--- config.mk ---
export PLATFORM = sky130hd
export DESIGN_NAME = pwdr_isqrt
export DESIGN_NICKNAME = d
export VERILOG_FILES = /design/src/sv/pwdr_pkg.sv /design/src/sv/pwdr_isqrt.sv
export SDC_FILE = /design/constraint.sdc
export NUM_CORES = 1
export LEC_CHECK = 0
export BUFFER_PORTS_ARGS = -buffer_cell sky130_fd_sc_hd__buf_4
export CAP_MARGIN = 5
export CORE_MARGIN = 3
export CORE_UTILIZATION = 35
export CTS_CLUSTER_DIAMETER = 100
export DETAILED_ROUTE_END_ITERATION = 10
export GPL_TIMING_DRIVEN = 0
export SYNTH_ARGS = -nofsm -noshare
export SYNTH_HDL_FRONTEND = slang
export SYNTH_SLANG_ARGS = --single-unit
--- constraint.sdc ---
create_clock -name clk -period 3.55 [get_ports clk]
set_input_delay 0.355 -clock clk [delete_from_list [all_inputs] [get_ports clk]]
set_output_delay 0.355 -clock clk [all_outputs]
set_load 0.005 [all_outputs]
--- src/sv/pwdr_pkg.sv ---
// shared types and constants for the particle wall deposit and rebound block
`default_nettype none
package pwdr_pkg;

  // result kinds carried on the output tuser
  typedef enum logic [1:0] {
    OUT_REBOUND = 2'd0,
    OUT_DEPOSIT = 2'd1,
    OUT_ABORT   = 2'd2
  } outcome_t;

  // configuration register indexes
  localparam logic CFG_DIMENSIONS = 1'b0;
  localparam logic CFG_CRIT_COEFF = 1'b1;

  localparam logic [1:0]  DIMENSIONS_RESET = 2'd3;
  localparam logic [31:0] CRIT_COEFF_RESET = 32'd44217139;

  localparam int DIV_LAT  = 32;
  localparam int SQRT_LAT = 17;

  // item payload traveling beside the divider and the square root
  typedef struct packed {
    logic               valid;
    outcome_t           kind;
    logic               dim2;
    logic signed [31:0] vx;
    logic signed [31:0] vy;
    logic signed [31:0] vz;
    logic signed [39:0] wx;
    logic signed [39:0] wy;
    logic signed [39:0] wz;
  } pl_t;

endpackage
`default_nettype wire

--- src/sv/pwdr_isqrt.sv ---
// pipelined integer square root, one result bit per stage
`default_nettype none
module pwdr_isqrt (
  input  wire logic        clk,
  input  wire logic        en,
  input  wire logic [32:0] rad,
  output logic      [16:0] root
);

  logic [32:0] xs [0:pwdr_pkg::SQRT_LAT-1];
  logic [34:0] rs [0:pwdr_pkg::SQRT_LAT-1];

  for (genvar k = 0; k < pwdr_pkg::SQRT_LAT; k++) begin : g_stage
    localparam logic [34:0] BIT = 35'd1 << (2 * (pwdr_pkg::SQRT_LAT - 1 - k));
    logic [32:0] x_in;
    logic [34:0] r_in;
    logic [34:0] t;
    logic        ge;

    if (k == 0) begin : g_first
      assign x_in = rad;
      assign r_in = '0;
    end else begin : g_rest
      assign x_in = xs[k-1];
      assign r_in = rs[k-1];
    end

    // trial subtract of res + bit
    assign t  = r_in + BIT;
    assign ge = {2'b00, x_in} >= t;

    always_ff @(posedge clk) begin
      if (en) begin
        xs[k] <= ge ? 33'({2'b00, x_in} - t) : x_in;
        rs[k] <= ge ? ((r_in >> 1) + BIT) : (r_in >> 1);
      end
    end
  end

  assign root = rs[pwdr_pkg::SQRT_LAT-1][16:0];

endmodule
`default_nettype wire

* Yosys cells after proc, flatten, opt, wreduce, memory -nomap -nowiden
Memory sizes are Yosys's and may differ from the RTL's. Cells that the tools add are included.
Storage, ports and cells: latch bits 0, output and inout bits 17, input port bits 35, RAM bits 1156, memories 2, ROM bits 0, flip-flop bits (word level) 0
Operators by class: multiply operators 0, shift operators 0, bitwise operators 0, $add $sub $neg 49, eq/ne operators 0, reduce and logical (&&, ||, !) cells 0, muxes and demuxes 36, div/mod/pow operators 0, order comparisons 17
Memory list:
- rs | words 17, width 35, read ports 17, clocked after Yosys merged registers in 0, wr ports 17, line pwdr_isqrt.sv:11 | logic [34:0] rs [0:pwdr_pkg::SQRT_LAT-1];
- xs | words 17, width 33, read ports 16, clocked after Yosys merged registers in 0, wr ports 17, line pwdr_isqrt.sv:10 | logic [32:0] xs [0:pwdr_pkg::SQRT_LAT-1];
Operators by type and width (number):
- 2-to-1 mux 33 bit | 18
- greater-or-equal comparator 33 x 35 -> 1 bit | 16
- 2-to-1 mux 35 bit | 16
- subtractor 33 bit | 16
- adder 34 x 1 -> 35 bit (second input constant) | 1
- adder 34 x 11 -> 35 bit (second input constant) | 1
- adder 34 x 13 -> 35 bit (second input constant) | 1
- adder 34 x 15 -> 35 bit (second input constant) | 1
- adder 34 x 17 -> 35 bit (second input constant) | 1
- adder 34 x 19 -> 35 bit (second input constant) | 1
- adder 34 x 21 -> 35 bit (second input constant) | 1
- adder 34 x 23 -> 35 bit (second input constant) | 1
- adder 34 x 25 -> 35 bit (second input constant) | 1
- adder 34 x 27 -> 35 bit (second input constant) | 1
- adder 34 x 29 -> 35 bit (second input constant) | 1
- adder 34 x 3 -> 35 bit (second input constant) | 1
- adder 34 x 31 -> 35 bit (second input constant) | 1
- adder 34 x 5 -> 35 bit (second input constant) | 1
- adder 34 x 7 -> 35 bit (second input constant) | 1
- adder 34 x 9 -> 35 bit (second input constant) | 1
- adder 35 x 1 -> 35 bit (second input constant) | 1
- adder 35 x 11 -> 35 bit (second input constant) | 1
- adder 35 x 13 -> 35 bit (second input constant) | 1
- adder 35 x 15 -> 35 bit (second input constant) | 1
- other kinds (15) | 16

* Logic depth before layout (Yosys ltp)
Gate-level depths: netlist of run 1. An unclocked memory read counts as a cell.
word-level depth 4, mapped depth 12, mapped depth without buffers 11

* Worst setup path before layout of run 1
Ideal clock, no wire load.
kind register to register, from memory xs[13][14], in the netlist xs[0][443], to memory xs[14][30], in the netlist xs[0][492], data pin, period minus slack after synthesis 2.963 ns, buffers on the path 1, required time 3.292 ns, arrival 2.705 ns, stages on the path, launching flop included 11, slack 0.587 ns, library setup time 0.258 ns, cells stage by stage edfxtp_1 ha_1 clkbuf_1 nand3_1 nor4_1 a2111oi_4 and3_1 a21boi_2 o311a_1 nand3_1 xnor2_1
RTL lines (line):
- start, declared | pwdr_isqrt.sv:10

==> out/results.txt, run 1 <==
Setup crit end kind: register
Worst-Skew Late Latency: 640 ps
DRC viols: 0
clk slew on worst S/H paths: 60 ps
core area: 0.0892 mm2
Setup CP Type: register to register
DRT Pass-1 Iters: 5
vias per cell: 5.00
max_cap viols: 0
cell depth of the worst setup path: 10
Metal-1 WL: 21.9 mm
Reg2Reg Depth: 10
slowest cell on the critical path: or4b_2
startpoint types: register
status: complete, no violations
CTS tree: done
Layout Skew: 16.7 ps
iteration-0 DRC count of the detailed router: 929
WL/cell: 16.5 um
Yosys warning count: 0
routed wl met3: 1.94 mm
Reg area: 0.0204 mm2
top routing layer in use: met4
Die Span Y: 307 um
Final ANT Viol Nets: 0
Tmin final: 3440 ps
final net count: 2780
most common library cell in the layout ignoring fill and taps: edfxtp_1
Worst Path Required: 3940 ps
Site Rows: 109
Hold Crit Class: primary input to register
H-tree levels: 3
Fillers: 8128
Pleak: 0.0137 uW
Max stage delay on crit path: 640 ps
Clock Sinks: 681
Mean Syn Cell Area: 13.2 um2
CTS Buf Count: 74
Post-synth ARST share: 0%
met2 routed WL: 35.6 mm
initial antenna violation count: 1
Synth area leader: edfxtp_1
Core Util, Final: 41.1%
CTS Buffer Depth: 3
Port Buffers: 50
number of flops mapped to enable cells by yosys: 681
Final Cycle Share: 96.9%
Die W: 307 um
top cells by area, synth: edfxtp_1, ha_1, xnor2_1
largest net degree at the start of global routing: 138
hold depth: 1
Congestion Overflow GR: 0
Via Count: 19.0k
synthesis-to-finish area growth: 15.2%
Starting Density: 35.6%
routability cong.: 0.931
Mapped Cells: 2411
vias in the first global route: 20.1k
final worst slack: 111 ps
Global Route Usage Sum: 13.4%
Hold Fails Final Rpt: 0
CP top delay family: simple AND/OR/NAND/NOR gates
PD cells: 617 mW/mm2
ys flop type: edfxtp_1
CP Data Arrival Time: 3820 ps
RSZ-0062 raised after global routing: true
Final HPWL DP: 46.0 mm
Mapped Area: 0.0318 mm2
critical-path cell list: ha_1 > or4b_2 > nor4_2 > a31oi_1 > nand2_1 > a41oi_4 > buf_4 > nor3_2 > nand3_1 > a21o_1
first-pass GRT wire length: 101 mm
layout cell share with drive strength beyond 1: 8.05%
highest clock rate: 291 MHz
multi-input combinational cell area: 0.0105 mm2
Synthesized Nets: 2612
number of synthesized register bits: 681
DRT Wirelength: 62.8 mm
Worst-Margin Slew: 1060 ps
Slew Viols, Final: 0
Die Footprint: 0.0945 mm2
Setup WS pre-CTS: -677 ps
count of cell types in the netlist: 78
clock tree root driver cell: clkbuf_16
sequential fraction of the synthesis area: 64.3%
Final Setup Violations: 0
worst hold slack: 82.3 ps
max_slew headroom: 29.2%
share of Yosys cell area claimed by the top area cell type: 64.3%
CP Max Fanout: 4
CP Buf/Inv Count: 1
Max rail drop VDD: 0.000411 V
most frequent cells in the layout: edfxtp_1, inv_1, ha_1, nor2_1, a21oi_1
I/O Pins: 52
## metrics by stage
step                       TNS, ps  cells  cell area [um2]  total power, uW
after floorplan                  0   2411            31800            14000
after global placement    -2271730   3626            33600            15200
after detailed placement    -27240   3632            33800            15300
after CTS                        0   3797            36600            22800
after global routing          -112   3800            36600            23800
final                            0   3800            36600            22600
## worst paths after layout
kind,start,endpoint,slack [ps]
min,en,rs[6][26],80
max reg2reg,xs[0][404],xs[0][455],110
min reg2reg,rs[5][26],rs[6][25],430
max,xs[0][404],xs[0][455],110
## metal layers
| layer | vias to the layer above | global-route usage [%] |
|---|---|---|
| met3 | 194 | 2.54 |
| met2 | 359 | 27.4 |
| met4 | 0 | 7.01 |
| met1 | 9120 | 12.3 |
| met5 | - | 0 |
| li1 | 9339 | - |
## synth_stat cells (all sizes together), types with 4 or more instances
cell     number
nor4bb        5
nand3b        8
mux2         23
nand2       128
nand4b        6
nor4b        17
and4b         4
a31oi        15
nor2        155
mux2i         8
nand2b       29
o211ai       12
clkbuf       25
a21oi       134
nor2b        24
or4b          5
nor4         72
buf           9
nand4        31
and2          6
and4          6
nor3b         4
and3         11
ha          166
xnor2       124
nor3         63
a21o         51
nand3        41
or3          16
inv         210
a21boi        6
o31ai        14
a211oi        8
or4          17
xor2         88
or2           5
edfxtp      681
a2111oi       8
o21bai       15
a211o         4
o21ai        99
o21a         29
## where the power goes
part           total, uW  switching (uW)  internal [uW]
Sequential         11100             797          10300
Combinational       4150            2310           1840
Clock               7350            3150           4200
## logic make-up after synthesis
family                   Yosys count  share of synthesized area [%]
AND/OR/NAND/NOR                  654                           10.9
AO/OA/AOI/OAI                    422                           8.43
multiplexers                      31                           1.07
adder cells (fa/ha/maj)          166                           6.53
XOR/XNOR                         212                           5.84
flip-flops                       681                           64.3
buffers and inverters            244                           2.91
other                              1                         0.0118
## sequential cells by signal (all words and copies together), names as in the netlist
| signal | cells |
|---|---|
| rs | 153 |
| xs | 528 |
## area by class of cell
type                       count  area share, %
buffer                        33          0.403
timing repair buffer          93           2.48
clock inverter                32           1.05
sequential                   681           55.8
antenna                        1        0.00683
multi-input combinational   1486           28.8
clock buffer                  99           5.31
inverter                     210           2.15
tap                         1165           3.98
## what timing repair did
action / 4_1_cts / 5_1_grt
hold endpoints to repair: 33 / 0
resized for setup: 18 / 11
hold buffers: 33 / 0
setup endpoints to repair: 98 / 89
pin swaps: 2 / 2
setup buffers: 1 / 3
Note: power is estimated with default switching activity, not from simulation.
==> inputs of run 2 (changes only) <==
--- a/config.mk
+++ b/config.mk
@@ -7,7 +7,8 @@
 export LEC_CHECK = 0
 export BUFFER_PORTS_ARGS = -buffer_cell sky130_fd_sc_hd__buf_4
 export CAP_MARGIN = 5
-export CORE_MARGIN = 3
+export CORE_ASPECT_RATIO = 1.25
+export CORE_MARGIN = 2
 export CORE_UTILIZATION = 35
 export CTS_CLUSTER_DIAMETER = 100
 export DETAILED_ROUTE_END_ITERATION = 10
==> out/results.txt, run 2 (synthesis results as in run 1) <==
clock tree root driver cell: clkbuf_16
Port Buffers: 50
Worst-Margin Slew: 990 ps
Worst Path Required: 3910 ps
vias per cell: 4.99
RSZ-0062 raised after global routing: false
Worst-Skew Late Latency: 640 ps
max_slew headroom: 33.6%
CP Max Fanout: 10
CP Data Arrival Time: 3810 ps
Setup TNS Final: 0 ps
final net count: 2778
Clock Sinks: 681
max_cap viols: 0
Tmin final: 3460 ps
cell count after placement: 3653
slowest cell on the critical path: or4_1
highest clock rate: 289 MHz
WL/cell: 16.7 um
CTS tree: done
largest registers: xs x528, rs x153
critical-path cell list: ha_1 > nor2b_4 > nand4_1 > or4_1 > nand3_1 > o21bai_2 > clkbuf_4 > buf_2 > a21oi_1
routed wl met3: 2.03 mm
Via Count: 19.1k
most common library cell in the layout ignoring fill and taps: edfxtp_1
layout cell share with drive strength beyond 1: 8.80%
hold depth: 1
startpoint types: register
Starting Density: 35.3%
Die Footprint: 0.0933 mm2
worst hold slack: 187 ps
Layout Skew: 67.8 ps
Setup crit end kind: register
flop2flop setup slack: 90 ps
synthesis-to-finish area growth: 15.4%
Pleak: 0.0138 uW
Max rail drop VDD: 0.000421 V
Slew Viols, Final: 0
initial antenna violation count: 0
Hold Path Origin: en
Die Span Y: 341 um
overall power: 22700 uW
Final Setup Violations: 0
Die W: 274 um
H-tree levels: 3
Hold Fails Final Rpt: 0
crit path launch: xs[0][384]
Metal-1 WL: 19.5 mm
Hold Crit Class: primary input to register
status: complete, no violations
CTS Buf Count: 73
Reg2Reg Depth: 9
Largest register FFs: 528
Top reg by flops: xs
Non-Filler Instances: 3824
iteration-0 DRC count of the detailed router: 1055
DRC viols: 0
Final HPWL DP: 46.7 mm
Setup CP Type: register to register
DRT Pass-1 Iters: 5
I/O Pins: 52
Final Cycle Share: 97.3%
Final ANT Viol Nets: 0
CTS Buffer Depth: 3
most frequent cells in the layout: edfxtp_1, inv_1, ha_1, nor2_1, a21oi_1
Max stage delay on crit path: 650 ps
clk slew on worst S/H paths: 60 ps
vias in the first global route: 20.7k
first-pass GRT wire length: 102 mm
Worst R2R Start: xs[0][384]
Core Util, Final: 40.7%
Congestion Overflow GR: 0
routability cong.: 0.940
top routing layer in use: met4
met2 routed WL: 38.3 mm
Antenna diodes: 0
Global Route Usage Sum: 13.8%
Site Rows: 123
DRT Wirelength: 63.8 mm
PD cells: 618 mW/mm2
largest net degree at the start of global routing: 148
core area: 0.0900 mm2
run 2: final cells by class:
class / count / area, um2
Fill cell: 8253 / 53300
Sequential cell: 681 / 20400
Multi-Input combinational cell: 1486 / 10600
Clock buffer: 81 / 1860
Tap cell: 1187 / 1490
Timing Repair Buffer: 93 / 888
Inverter: 210 / 788
Clock inverter: 54 / 490
Buffer: 32 / 140
run 2: where the power goes:
group | switching (uW) | leakage [uW] | internal (uW)
combinational | 2360 | 0.00609 | 1840
sequential | 821 | 0.00653 | 10300
clock | 3190 | 0.00114 | 4130
total | 6380 | 0.0138 | 16300
run 2: layer usage:
layer | track usage, % | vias up
met5 | 0 | -
met4 | 8.42 | 0
met3 | 2.11 | 204
met2 | 29.9 | 417
met1 | 10.7 | 9144
li1 | - | 9331
run 2: what timing repair did:
item / 4_1_cts / 5_1_grt
endpoints found under the hold margin: 33 / 0
endpoints found under the setup margin: 119 / 67
setup buffers: 1 / 4
gates resized for setup: 24 / 16
pin swaps: 2 / 2
hold buffers: 33 / 0
run 2: per-stage QoR:
stage | setup WS (ps) | instance area [um2]
after floorplan | 587 | 31800
after global placement | -3370 | 33700
after detailed placement | -846 | 33800
after CTS | 4.72 | 36600
after global routing | 14.7 | 36700
final | 94.9 | 36700
run 2: final timing paths:
check,to
worst max register to register,xs[0][410]
worst min register to register,rs[9][21]
worst min-delay path,xs[0][191]
worst max-delay path,xs[0][410]
run 2: worst max-delay path, delay by kind of cell, from the launching register on:
family,cells,cell delay (ps)
AND/OR/NAND/NOR,4,1370
buffers and inverters,2,640
adder cells (fa/ha/maj),1,410
flip-flops,1,390
AO/OA/AOI/OAI,2,350
==> inputs of run 3 (changes only) <==
--- a/config.mk
+++ b/config.mk
@@ -5,6 +5,7 @@
 export SDC_FILE = /design/constraint.sdc
 export NUM_CORES = 1
 export LEC_CHECK = 0
+export ABC_AREA = 1
 export BUFFER_PORTS_ARGS = -buffer_cell sky130_fd_sc_hd__buf_4
 export CAP_MARGIN = 5
 export CORE_ASPECT_RATIO = 1.25
==> out/results.txt, run 3 <==
status: complete, no violations
Setup CP Type: register to register
Mean Syn Cell Area: 9.03 um2
largest registers: xs x528, rs x153
top cells by area, synth: edfxtp_1, nand2_1, inv_1
top routing layer in use: met4
Mapped Cells: 4120
routed wl met3: 2.91 mm
core area: 0.105 mm2
clock tree root driver cell: clkbuf_16
final net count: 4485
number of synthesized register bits: 681
Max rail drop VDD: 0.000432 V
Yosys warning count: 0
routability cong.: 0.916
Setup crit end kind: register
Synth area leader: edfxtp_1
max_slew headroom: 41.2%
Largest register FFs: 528
number of flops mapped to enable cells by yosys: 681
first-pass GRT wire length: 146 mm
Synthesized Nets: 4321
Final Setup Violations: 0
Worst Path Required: 3980 ps
highest clock rate: 362 MHz
synthesis-to-finish area growth: 13.6%
DRC viols: 0
most frequent cells in the layout: nand2_1, edfxtp_1, inv_1, nor2_1, nand3_1
vias in the first global route: 27.0k
Congestion Overflow GR: 0
Worst-Margin Slew: 881 ps
Die Footprint: 0.109 mm2
Hold Crit Class: primary input to register
Mapped Area: 0.0372 mm2
vias per cell: 4.71
Die W: 296 um
H-tree levels: 3
CP Max Fanout: 10
Port Buffers: 50
final worst slack: 788 ps
Tmin final: 2760 ps
Post-synth top cells: nand2_1, edfxtp_1, inv_1, nor2_1, nand3_1
CP Data Arrival Time: 3190 ps
Final HPWL DP: 74.1 mm
PD cells: 583 mW/mm2
met2 routed WL: 52.7 mm
iteration-0 DRC count of the detailed router: 1474
Hold Fails Final Rpt: 0
initial antenna violation count: 0
Site Rows: 133
DRT Pass-1 Iters: 5
Post-synth ARST share: 0%
count leader, synth: nand2_1
share of Yosys cell area claimed by the top area cell type: 55.0%
Global Route Usage Sum: 17.4%
Final ANT Viol Nets: 0
max_cap viols: 0
Starting Density: 35.3%
most common library cell in the layout ignoring fill and taps: nand2_1
Slew Viols, Final: 0
Top reg by flops: xs
DRT Wirelength: 94.1 mm
Via Count: 27.1k
Worst-Skew Late Latency: 660 ps
Pleak: 0.0185 uW
CTS Buffer Depth: 3
CTS Buf Count: 74
count of cell types in the netlist: 47
ys flop type: edfxtp_1
clk slew on worst S/H paths: 60 ps
Layout Skew: 53.1 ps
Die Span Y: 368 um
layout cell share with drive strength beyond 1: 6.77%
startpoint types: register
Post-CTS Resized: 0
Clock Sinks: 681
WL/cell: 16.3 um
RSZ-0062 raised after global routing: false
CTS tree: done
sequential fraction of the synthesis area: 55.0%
Setup WS pre-CTS: 464 ps
Fillers: 10.4k
Core Util, Final: 40.1%
Metal-1 WL: 33.7 mm
I/O Pins: 52
largest net degree at the start of global routing: 133
Final Cycle Share: 77.8%
-- run 3: cell count changes after synthesis, sizes merged, moves of 35 or more --
cell | previous run | this run
a21o | 51 | 5
nor4 | 72 | 37
nand2 | 128 | 1299
xnor2 | 124 | 41
nand3 | 41 | 267
inv | 210 | 659
nor2 | 155 | 382
nand4 | 31 | 82
-- run 3: report_power, final --
group	switching [uW]	internal [uW]	total, uW
logic	3950	2030	5980
clock network	3290	4280	7570
registers	831	10200	11100
total	8070	16500	24600
-- run 3: final cells by class --
| class | instances | area [um2] | area share (%) |
|---|---|---|---|
| clock inverter | 45 | 523 | 1.24 |
| antenna | 1 | 2.50 | 0.00593 |
| sequential | 681 | 20400 | 48.4 |
| timing repair buffer | 88 | 851 | 2.01 |
| buffer | 32 | 280 | 0.664 |
| tap | 1417 | 1770 | 4.20 |
| clock buffer | 87 | 1900 | 4.50 |
| multi-input combinational | 2747 | 14000 | 33.1 |
| inverter | 660 | 2480 | 5.87 |
-- run 3: critical path, cell delays in order, from the launching register on --
cell,delay [ps]
edfxtp_1,410
ha_1,410
nand2_1,130
inv_2,70
nand2_1,170
nor2_2,310
nand2_1,80
nor2_1,240
nand2_1,110
nand2_2,120
a21oi_4,80
buf_6,180
a21oi_1,220
-- run 3: worst paths after layout --
check / from / slack [ps] / cells after the start / endpoint
worst max-delay path: xs[0][448] / 790 / 12 / xs[0][494]
worst min register to register: xs[0][242] / 440 / 0 / xs[0][275]
worst min-delay path: en / 240 / 1 / xs[0][294]
worst max register to register: xs[0][448] / 790 / 12 / xs[0][494]
-- run 3: kinds of logic after synthesis --
group / share of synthesized area (%)
AND/OR/NAND/NOR: 24.8
buffers and inverters: 7.42
flip-flops: 55.0
AO/OA/AOI/OAI: 4.50
adder cells (fa/ha/maj): 5.59
XOR/XNOR: 2.73
other: 0.0101
-- run 3: metal layers --
metal  vias to the layer above  track usage (%)
li1                      13900                -
met1                     12500             17.1
met2                       517             34.9
met3                       207             2.08
met4                         0             8.94
met5                         -                0
-- run 3: repair_timing --
action                                  in CTS  in global routing
endpoints found under the hold margin       33                  0
buffers inserted                             0                  0
endpoints found under the setup margin       0                  0
hold buffers                                33                  0
-- run 3: through the flow --
step	power (uW)	area [um2]	hold slack, ps	TNS, ps	cells
5_1_grt	26100	42200	290	0	5757
3_5_place_dp	17200	39500	432	0	5592
4_1_cts	24800	42200	262	0	5757
2_1_floorplan	15100	37200	417	0	4120
3_3_place_gp	17200	39300	428	-2336370	5587
6_report	24600	42200	239	0	5758
